$ cat src/rtl/toeq_pkg.sv
// ----------------------------------------------------------------------------
// toeq_pkg: shared types and constants for the time-ordered event queue
// Event record, command and status codes, and the broadcast control bundle.
// ----------------------------------------------------------------------------
package toeq_pkg;

    localparam int DEFAULT_DEPTH = 64;

    localparam int KIND_W  = 8;
    localparam int AREA_W  = 8;
    localparam int TIME_W  = 48;
    localparam int DELAY_W = 32;
    localparam int OCC_OUT_W = 7;

    localparam int IN_DATA_W  = 96;
    localparam int OUT_DATA_W = 104;

    localparam logic CMD_INSERT = 1'b0;
    localparam logic CMD_REMOVE = 1'b1;

    localparam logic [1:0] STATUS_OK    = 2'd0;
    localparam logic [1:0] STATUS_EMPTY = 2'd1;
    localparam logic [1:0] STATUS_FULL  = 2'd2;

    typedef struct packed {
        logic [DELAY_W-1:0] delay;
        logic [TIME_W-1:0]  time_val;
        logic [AREA_W-1:0]  area;
        logic [KIND_W-1:0]  kind;
    } event_t;

    // Broadcast from the controller to every cell in the row
    typedef struct packed {
        logic   insert;
        logic   remove;
        event_t ev;
    } ctl_t;

endpackage

$ cat src/rtl/toeq_cell.sv
// ----------------------------------------------------------------------------
// toeq_cell: one slot of the sorted event row
// Holds one event, compares its time with a broadcast insert, and takes its
// next value from itself, the new event, or the left or right neighbor.
// ----------------------------------------------------------------------------
module toeq_cell
(
    input  logic            clk,
    input  toeq_pkg::ctl_t  ctl,
    input  logic            occupied,
    input  logic            left_after,
    input  toeq_pkg::event_t left_ev,
    input  toeq_pkg::event_t right_ev,
    output toeq_pkg::event_t ev,
    output logic            after
);

    toeq_pkg::event_t ev_reg;
    toeq_pkg::event_t ev_next;

    // Stored event sorts no later than the incoming one: it stays in place
    assign after = occupied && (ev_reg.time_val <= ctl.ev.time_val);
    assign ev    = ev_reg;

    always_comb
    begin
        ev_next = ev_reg;
        if (ctl.insert)
        begin
            if (!after)
            begin
                ev_next = left_after ? ctl.ev : left_ev;
            end
        end
        else if (ctl.remove)
        begin
            ev_next = right_ev;
        end
    end

    always_ff @(posedge clk)
    begin
        ev_reg <= ev_next;
    end

endmodule

$ cat config.mk
export PLATFORM = sky130hd
export DESIGN_NAME = toeq_cell
export DESIGN_NICKNAME = d
export VERILOG_FILES = /design/src/rtl/toeq_pkg.sv /design/src/rtl/toeq_cell.sv
export SDC_FILE = /design/constraint.sdc
export NUM_CORES = 1
export LEC_CHECK = 0
export ABC_CLOCK_PERIOD_IN_PS = 7200
export BUFFER_PORTS_ARGS = -buffer_cell sky130_fd_sc_hd__buf_2
export CORE_MARGIN = 5
export CORE_UTILIZATION = 25
export CTS_CLUSTER_DIAMETER = 30
export CTS_CLUSTER_SIZE = 20
export DETAILED_ROUTE_END_ITERATION = 8
export PLACE_DENSITY = 0.6
export SYNTH_ARGS = -nofsm -noshare
export SYNTH_HDL_FRONTEND = slang
export SYNTH_SLANG_ARGS = --single-unit
$ cat constraint.sdc
create_clock -name clk -period 7.2 [get_ports clk]
set_clock_uncertainty 0.2 [all_clocks]
set_input_delay 0.36 -clock clk [delete_from_list [all_inputs] [get_ports clk]]
set_output_delay 0.36 -clock clk [all_outputs]
set_load 0.005 [all_outputs]
==> metrics.txt, run 1 <==
Post-layout nets 1,305; WL per Instance 16.34 microns; Slew Limit Headroom 0.4188; Pre-antenna DRT Iters 7; CTS clk-pin slew, worst paths 70 ps; worst vdd ir 0.08542 mV; max frequency 287.8 MHz; Rows 57; GRT Util Overall 0.1448; FF-to-FF setup slack 3730 ps; largest net degree at the start of global routing 113; most common cell after layout, fill and taps aside buf_2; IO buf count 389; crit path cell chain ha_1, nand4_2, nor4_2, nor3b_2, nand2_1, o22a_1, a31oi_4, buf_4; Synth Flop Type edfxtp_1; vias in the first global route 5,772; count of different cell masters after synthesis 33; Top delay family on crit path simple AND/OR/NAND/NOR gates; WP buf/inv 1; clock root cell clkbuf_16; Critical Path End Type flop; most frequent cells in the layout buf_2 (387), a21oi_1 (115), nor2_1 (99), mux2i_1 (96), edfxtp_1 (96); Clk pwr share 0.294; Slew @ Worst Pin 871.9 ps; share of power burned in registers 0.458; Final GP Congestion 0.9182; Worst Setup Path Type reg -> reg; max reg flops 96; EDFF count, synth 96; net count after synthesis 934; clk_lat worst skew 340 ps; crit-path max FO 54; PwrDens 180.6 nW/um^2; minimum clock period after layout 3474 ps; cts hold-fix bufs 0; Sw Ratio 0.2882; initial antenna violation count 2; first-pass GRT wire length 31,740 microns; asr flop ratio synth 0; DP Wirelength 17,400 microns; slowest stage cell, crit path buf_4; Layout area overhead 41.92%; final setup vio count 0; postcts setup bufs 0; Cells after Synth 593; grt ovf 0; slack of the critical path 3726 ps; die height 166.2 microns; post-CTS sizing 0; Initial DRC Count 263; outcome completed; synthesized flop and latch total 96; Seq/Total Area, Yosys 0.4727; maximum clock path buffer count 2; die extent in x 166.2 microns; IO Pins 390; Ys Warns 0; Cell Area, Synth 6098 sq um; Final Cell Area 8655 sq um; Comb power frac 0.248; Non-Filler Instances 1,294; total number of vias 5,781; initial core utilization 0.2522; Worst Hold Class in -> reg; CTS tree built; Period Utilization, post-route 0.4826; total CTS buffers 9; share of cells above drive strength 1 0.4272; leakage 4.306 nW; Die Area 27,620 sq um; Arrival @ worst endpoint 3250 ps; reported max-cap violation count 0; sum of negative setup slack 0 ps; vias per cell 4.468; CP Launch Type flop; Final Hold Fails 0; H-Tree Level Count 3; Area after DPL 8373 sq um; placed insts 1,277; NetSw 0.4505 mW; CP required 6970 ps; Cell Int Power 1.112 mW; post-place setup slack 3619 ps; number of fill cells 2,494; Residual DRC 0; Mean Syn Cell Area 10.28 sq um; CTS Sinks 96; Slew Viols, Final 0; CP peak stage delay 570 ps; core area 24,180 sq um; RSZ-0062 raised after global routing false; detailed-route wire length 21,150 microns; post-route ant nets 0
-- logic make-up (layout without fill, tap and decap cells) --
kind of cell	after synthesis	after routing	synth area share
multiplexers	96	96	0.1576
buffers and inverters	82	458	0.05232
AND/OR/NAND/NOR	137	137	0.1016
other	0	1	0
flip-flops	96	96	0.4727
AO/OA/AOI/OAI	134	134	0.1174
adder cells (fa/ha/maj)	48	48	0.09848
-- per-layer routing --
layer / vias to the layer above / wire length, microns / track usage / part of all wire
li1: 2884 / - / - / -
met2: 260 / 10290 / 0.2491 / 0.49
met4: 2 / 337 / 0.03659 / 0.016
met3: 20 / 1851 / 0.04975 / 0.088
met1: 2615 / 8646 / 0.1738 / 0.41
met5: - / 20 / 0 / 0.00095
-- layout make-up --
type                       instances  area [sq um]  share of cell area
timing repair buffer             393          1989              0.2299
tap                              324         405.4             0.04684
antenna                            1         2.502           0.0002891
clock buffer                       9         225.2             0.02602
sequential                        96          2883              0.3331
multi-input combinational        415          2912              0.3364
inverter                          49         183.9             0.02125
clock inverter                     7         53.80            0.006217
-- metrics by stage --
stage	util	hold slack [ps]	power (mW)
global placement	0.3463	481.4	1.117
CTS	0.3579	105.6	1.598
finish	0.3580	130.1	1.563
floorplan	-	385.6	0.9187
global route	0.3580	111.9	1.667
detailed placement	0.3463	484.7	1.124
-- synthesized netlist by cell type (2+ instances only) --
cell type / instances / share of area
a211oi_1: 3 / 0.0037
o21ai_0: 3 / 0.0025
mux2i_1: 96 / 0.16
edfxtp_1: 96 / 0.47
nand2_1: 11 / 0.0068
nand3_1: 9 / 0.0074
nand4_1: 6 / 0.0062
ha_1: 48 / 0.098
buf_1: 2 / 0.0012
inv_1: 49 / 0.030
buf_2: 9 / 0.0074
a21o_1: 6 / 0.0074
nor3_1: 2 / 0.0016
a21oi_1: 115 / 0.094
nor2_1: 99 / 0.061
clkbuf_1: 22 / 0.014
-- worst paths after layout --
kind	cells past startpoint	end	startpoint
setup / recovery	8	ev[74]	ev[63]
hold / removal	3	ev[5]	right_ev[5]
setup reg to reg	8	ev[74]	ev[63]
hold reg to reg	7	ev[34]	ev[40]
-- power by group through the flow --
stage / combinational [mW] / clock [mW] / sequential (mW)
finish: 0.387 / 0.459 / 0.717
global route: 0.435 / 0.508 / 0.724
CTS: 0.395 / 0.485 / 0.718
detailed placement: 0.395 / 0 / 0.729
global placement: 0.390 / 0 / 0.727
floorplan: 0.180 / 0 / 0.739
-- worst reg2reg max path, delay by kind of cell, from the launching register on --
family | cells | cell delay [ps]
AND/OR/NAND/NOR | 4 | 1040
adder cells (fa/ha/maj) | 1 | 370
buffers and inverters | 1 | 570
flip-flops | 1 | 410
AO/OA/AOI/OAI | 2 | 440
No activity file was read; power rests on OpenSTA's default activity.
==> run 2, diff against run 1 <==
--- a/config.mk
+++ b/config.mk
@@ -5,14 +5,15 @@
 export SDC_FILE = /design/constraint.sdc
 export NUM_CORES = 1
 export LEC_CHECK = 0
-export ABC_CLOCK_PERIOD_IN_PS = 7200
+export ABC_AREA = 1
+export ABC_CLOCK_PERIOD_IN_PS = 3300
 export BUFFER_PORTS_ARGS = -buffer_cell sky130_fd_sc_hd__buf_2
 export CORE_MARGIN = 5
 export CORE_UTILIZATION = 25
 export CTS_CLUSTER_DIAMETER = 30
 export CTS_CLUSTER_SIZE = 20
 export DETAILED_ROUTE_END_ITERATION = 8
-export PLACE_DENSITY = 0.6
+export PLACE_DENSITY = 0.58
 export SYNTH_ARGS = -nofsm -noshare
 export SYNTH_HDL_FRONTEND = slang
 export SYNTH_SLANG_ARGS = --single-unit
==> constraint.sdc (replaced) <==
create_clock -name clk -period 3.3 [get_ports clk]
set_clock_uncertainty 0.2 [all_clocks]
set_input_delay 0.165 -clock clk [delete_from_list [all_inputs] [get_ports clk]]
set_output_delay 0.165 -clock clk [all_outputs]
set_load 0.005 [all_outputs]
==> run 2 against run 1 <==
Count of clock-buffer cells in the layout is the same. Design area grew 18%. Critical endpoint is now ev[81]. Hold slack lost 120 ps. Critical path type unchanged. Via count grew 26%. Synthesized cell count grew 27%. Core utilization grew 6.4 points. Highest routed layer unchanged. Synthesized area grew 0.14%. Wire length grew 23%. Combinational power grew to 2.6 times the previous value.
==> metrics.txt, run 2 <==
outcome completed; WL per Instance 16.25 microns; Cell Int Power 2.609 mW; die extent in x 166.3 microns; Slew Viols, Final 0; Mean Syn Cell Area 8.132 sq um; EDFF count, synth 96; RSZ-0062 raised after global routing false; minimum clock period after layout 2761 ps; crit-path max FO 31; CTS clk-pin slew, worst paths 80 ps; Sw Ratio 0.2867; IO buf count 389; Seq/Total Area, Yosys 0.4720; Cell Area, Synth 6107 sq um; synthesized flop and latch total 96; asr flop ratio synth 0; initial antenna violation count 4; GRT Util Overall 0.1794; Initial DRC Count 381; Residual DRC 0; Area after DPL 8367 sq um; Cells after Synth 751; H-Tree Level Count 3; vias in the first global route 7,523; CP required 3100 ps; total CTS buffers 9; Non-Filler Instances 1,604; total number of vias 7,307; die height 166.3 microns; detailed-route wire length 26,070 microns; Arrival @ worst endpoint 2560 ps; list of most frequent post-synthesis cells nand2_1 (160), o21ai_0 (160), nor2_1 (114); post-CTS sizing 0; worst vdd ir 0.2007 mV; final setup vio count 0; net count after synthesis 1,092; most common cell after layout, fill and taps aside buf_2; grt ovf 0; Layout area overhead 66.99%; Period Utilization, post-route 0.8366; Synth Flop Type edfxtp_1; share of power burned in registers 0.426; slack of the critical path 539.3 ps; post-route ant nets 0; Rows 57; PwrDens 358.6 nW/um^2; core area 24,180 sq um; Clk pwr share 0.296; Pwr Total 3.658 mW; max reg flops 96; DP Wirelength 19,150 microns; count of different cell masters after synthesis 23; Die Area 27,650 sq um; Worst Setup Path Type reg -> reg; WP buf/inv 1; Worst Hold Class in -> reg; post-place setup slack 470.6 ps; Slew Limit Headroom 0.4617; placed insts 1,433; most frequent cells in the layout buf_2 (388), o21ai_0 (160), nand2_1 (159), dlygate4sd3_1 (153), nor2_1 (114); Slew @ Worst Pin 807.5 ps; CP peak stage delay 380 ps; leakage 4.917 nW; Yosys top cell by area edfxtp_1; first-pass GRT wire length 39,700 microns; Top delay family on crit path simple AND/OR/NAND/NOR gates; NetSw 1.049 mW; vias per cell 4.555; Final Util 0.4218; Area contributors post-synth edfxtp_1 (47%), o21ai_0 (13%), ha_1 (9.8%), nand2_1 (9.8%), nor2_1 (7.0%); Final GP Congestion 0.8921; max frequency 362.2 MHz; maximum clock path buffer count 2; sum of negative setup slack 0 ps; initial core utilization 0.2526; Pre-antenna DRT Iters 4; share of cells above drive strength 1 0.3289; reported max-cap violation count 0; Ys Warns 0; Post-layout nets 1,614; clk_lat worst skew 350 ps; area share of the largest cell type after synthesis 0.4720; clock root cell clkbuf_16; cell mode on critical path nand2_1; CTS Sinks 96; Comb power frac 0.278; CTS tree built; CP Launch Type flop; Critical Path End Type flop; Final Hold Fails 0; slowest stage cell, crit path edfxtp_1; IO Pins 390; largest net degree at the start of global routing 70; hold_ws 8.236 ps; Final Cell Area 10,200 sq um; crit path cell chain ha_1, nand2_1, nor2_1, nand4_1, nor3_2, nand2_1, nand3_1, nand2_1, nand2_1, nand2_1, nand2_4, buf_4
## run 2: worst paths after layout
| check | from | endpoint | slack [ps] | cells after the start |
|---|---|---|---|---|
| hold reg to reg | ev[17] | ev[53] | 1310 | 9 |
| setup reg to reg | ev[63] | ev[81] | 540 | 12 |
| hold / removal | ctl[15] | ev[15] | 8 | 3 |
| setup / recovery | ev[63] | ev[81] | 540 | 12 |
## run 2: logic make-up after synthesis
family	share of synthesized area
AOI/OAI and AO/OA	0.1791
buffers and inverters	0.07170
DFF	0.4720
and+or+nand+nor	0.1789
adders and majority gates	0.09834
## run 2: what timing repair did
action | 4_1_cts | 5_1_grt
hold endpoints to repair | 96 | 0
hold buffers | 153 | 0
setup buffers | 0 | 0
## run 2: metal layers
layer | vias up | wire, microns | part of all wire | track usage
met5 | - | 27 | 0.0010 | 0
met4 | 4 | 1077 | 0.041 | 0.08111
met3 | 63 | 2291 | 0.088 | 0.06141
met2 | 336 | 12780 | 0.49 | 0.3134
met1 | 3321 | 9893 | 0.38 | 0.1974
li1 | 3583 | - | - | -
## run 2: power groups by stage
stage | Clock [mW] | Combinational, mW | Sequential (mW)
2_1_floorplan | 0 | 0.362 | 1.60
5_1_grt | 1.16 | 1.14 | 1.57
4_1_cts | 1.12 | 1.03 | 1.56
3_3_place_gp | 0 | 0.842 | 1.58
6_report | 1.08 | 1.02 | 1.56
3_5_place_dp | 0 | 0.848 | 1.59
## run 2: worst min-delay path, delay by kind of cell
| kind | cells | cell delay, ps |
|---|---|---|
| AO/OA/AOI/OAI | 1 | 160 |
| buffers and inverters | 1 | 70 |
| AND/OR/NAND/NOR | 1 | 30 |
## run 2: layout make-up
type                       instances  area [sq um]
inverter                          65         247.7
timing repair buffer             552          3568
multi-input combinational        549          2794
fill                            2462         13980
tap                              324         405.4
clock inverter                     6         67.56
clock buffer                       9         225.2
antenna                            3         7.507
sequential                        96          2883
==> run 3, diff against run 2 <==
--- a/config.mk
+++ b/config.mk
@@ -6,7 +6,7 @@
 export NUM_CORES = 1
 export LEC_CHECK = 0
 export ABC_AREA = 1
-export ABC_CLOCK_PERIOD_IN_PS = 3300
+export ABC_CLOCK_PERIOD_IN_PS = 2900
 export BUFFER_PORTS_ARGS = -buffer_cell sky130_fd_sc_hd__buf_2
 export CORE_MARGIN = 5
 export CORE_UTILIZATION = 25
==> constraint.sdc (replaced) <==
create_clock -name clk -period 2.9 [get_ports clk]
set_clock_uncertainty 0.2 [all_clocks]
set_input_delay 0.145 -clock clk [delete_from_list [all_inputs] [get_ports clk]]
set_output_delay 0.145 -clock clk [all_outputs]
set_load 0.005 [all_outputs]
==> run 3 against run 2 <==
Final cell count is 0.87% higher. Critical path depth stayed put. Largest power group unchanged. Die area stayed put. Sequential cell count stayed put. Clock power is 7% higher. Sequential power is 13% higher. Global-route usage is 0.12 points higher. Largest cell class unchanged.
==> metrics.txt, run 3 (synthesis gave the netlist of run 2 again) <==
Residual DRC 0; crit-path max FO 43; Post-layout nets 1,627; outcome completed; CTS clk-pin slew, worst paths 70 ps; max reg flops 96; Top delay family on crit path simple AND/OR/NAND/NOR gates; Final GP Congestion 0.9209; WL per Instance 16.22 microns; max frequency 380.8 MHz; DP Wirelength 19,400 microns; CP Launch Type flop; footprint of the multi-input gates 2796 sq um; Rows 57; cell mode on critical path nand2_1; hold_ws 14.73 ps; Die Area 27,650 sq um; CTS Sinks 96; Non-Filler Instances 1,618; clk_lat worst skew 350 ps; total number of vias 7,341; maximum clock path buffer count 2; Critical Path End Type flop; final setup vio count 0; leakage 4.990 nW; most frequent cells in the layout buf_2 (389), dlygate4sd3_1 (167), o21ai_0 (160), nand2_1 (159), nor2_1 (113); reported max-cap violation count 0; initial antenna violation count 5; most common cell after layout, fill and taps aside buf_2; clock root cell clkbuf_16; CP required 2730 ps; vias in the first global route 7,348; Pwr Total 4.130 mW; die extent in x 166.3 microns; IO buf count 389; worst vdd ir 0.2267 mV; CP peak stage delay 390 ps; CP Launch Point ev[55]; Pre-antenna DRT Iters 5; Final Hold Fails 0; slowest stage cell, crit path edfxtp_1; CTS tree built; first-pass GRT wire length 39,630 microns; Arrival @ worst endpoint 2450 ps; RSZ-0062 raised after global routing false; Initial DRC Count 396; Layout area overhead 69.68%; vias per cell 4.537; PwrDens 398.5 nW/um^2; detailed-route wire length 26,250 microns; sum of negative setup slack 0 ps; GRT Util Overall 0.1806; total CTS buffers 9; core area 24,180 sq um; minimum clock period after layout 2626 ps; post-route ant nets 0; Worst Setup Path Type reg -> reg; worst reg2reg path startpoint ev[55]; slack of the critical path 274.0 ps; postcts setup bufs 0; crit path cell chain ha_1, nand2_1, nor2_1, nand4_1, nor3_2, nand2_1, nand3_1, nand2_1, nand2_1, nand2_1, nand2_4, buf_16; Period Utilization, post-route 0.9055; Slew @ Worst Pin 1057 ps; share of cells above drive strength 1 0.3253; H-Tree Level Count 3; Slew Viols, Final 0; placed insts 1,431; hold path startpoint left_ev[27]; initial core utilization 0.2526; post-place setup slack 190.1 ps; largest net degree at the start of global routing 97; Slew Limit Headroom 0.2953; Worst Hold Class in -> reg; Register Area 2883 sq um; die height 166.3 microns; grt ovf 0; IO Pins 390; WP buf/inv 1; number of fill cells 2,416
==> run 3: cell count changes in the layout (fill, tap and decap cells not counted), sizes merged <==
cell / change
dlygate4sd3: +14
clkinv: +1
inv: +2
clkbuf: +1
buf: -2
bufinv: -1
clkinvlp: -1
==> run 3: path summary, 6_finish.rpt <==
path              slack, ps  depth (start not counted)     end
setup / recovery        270                         12  ev[69]
hold / removal           10                          3  ev[27]
setup reg to reg        270                         12  ev[69]
hold reg to reg        1300                         12  ev[22]
==> run 3: repair_timing <==
| item | CTS | global route |
|---|---|---|
| hold buffers | 167 | 0 |
| endpoints found under the setup margin | 0 | 53 |
| hold endpoints to repair | 96 | 0 |
| gates resized for setup | 0 | 3 |
==> run 3: stage by stage <==
stage	instance area [sq um]	utilization
6_report	10360	0.4286
5_1_grt	10360	0.4286
4_1_cts	10310	0.4265
3_5_place_dp	8362	0.3459
3_3_place_gp	8362	0.3459
2_1_floorplan	6115	-
==> run 3: where the power goes <==
group	total (mW)	switching, mW	internal [mW]
clock	1.16	0.563	0.594
sequential	1.77	0.0546	1.72
combinational	1.20	0.588	0.613
==> run 3: tightest hold or removal path, cell delays in order <==
cell     delay, ps
buf_2           70
o21ai_0         50
o21ai_0        160
==> run 3: layer usage <==
| layer | vias to the layer above | share of wire | GRT usage | wire length, microns |
|---|---|---|---|---|
| met5 | - | 0.00095 | 0 | 25 |
| met4 | 4 | 0.042 | 0.08573 | 1115 |
| met3 | 64 | 0.089 | 0.06356 | 2347 |
| met2 | 354 | 0.48 | 0.3074 | 12670 |
| met1 | 3317 | 0.38 | 0.2027 | 10090 |
| li1 | 3602 | - | - | - |
==> run 3: final cells by class <==
| type | count | area share |
|---|---|---|
| Timing Repair Buffer | 565 | 0.3613 |
| Sequential cell | 96 | 0.2782 |
| Multi-Input combinational cell | 549 | 0.2699 |
| Tap cell | 324 | 0.03912 |
| Inverter | 65 | 0.02391 |
| Clock buffer | 9 | 0.02173 |
| Clock inverter | 7 | 0.005192 |
| Antenna cell | 3 | 0.0007245 |
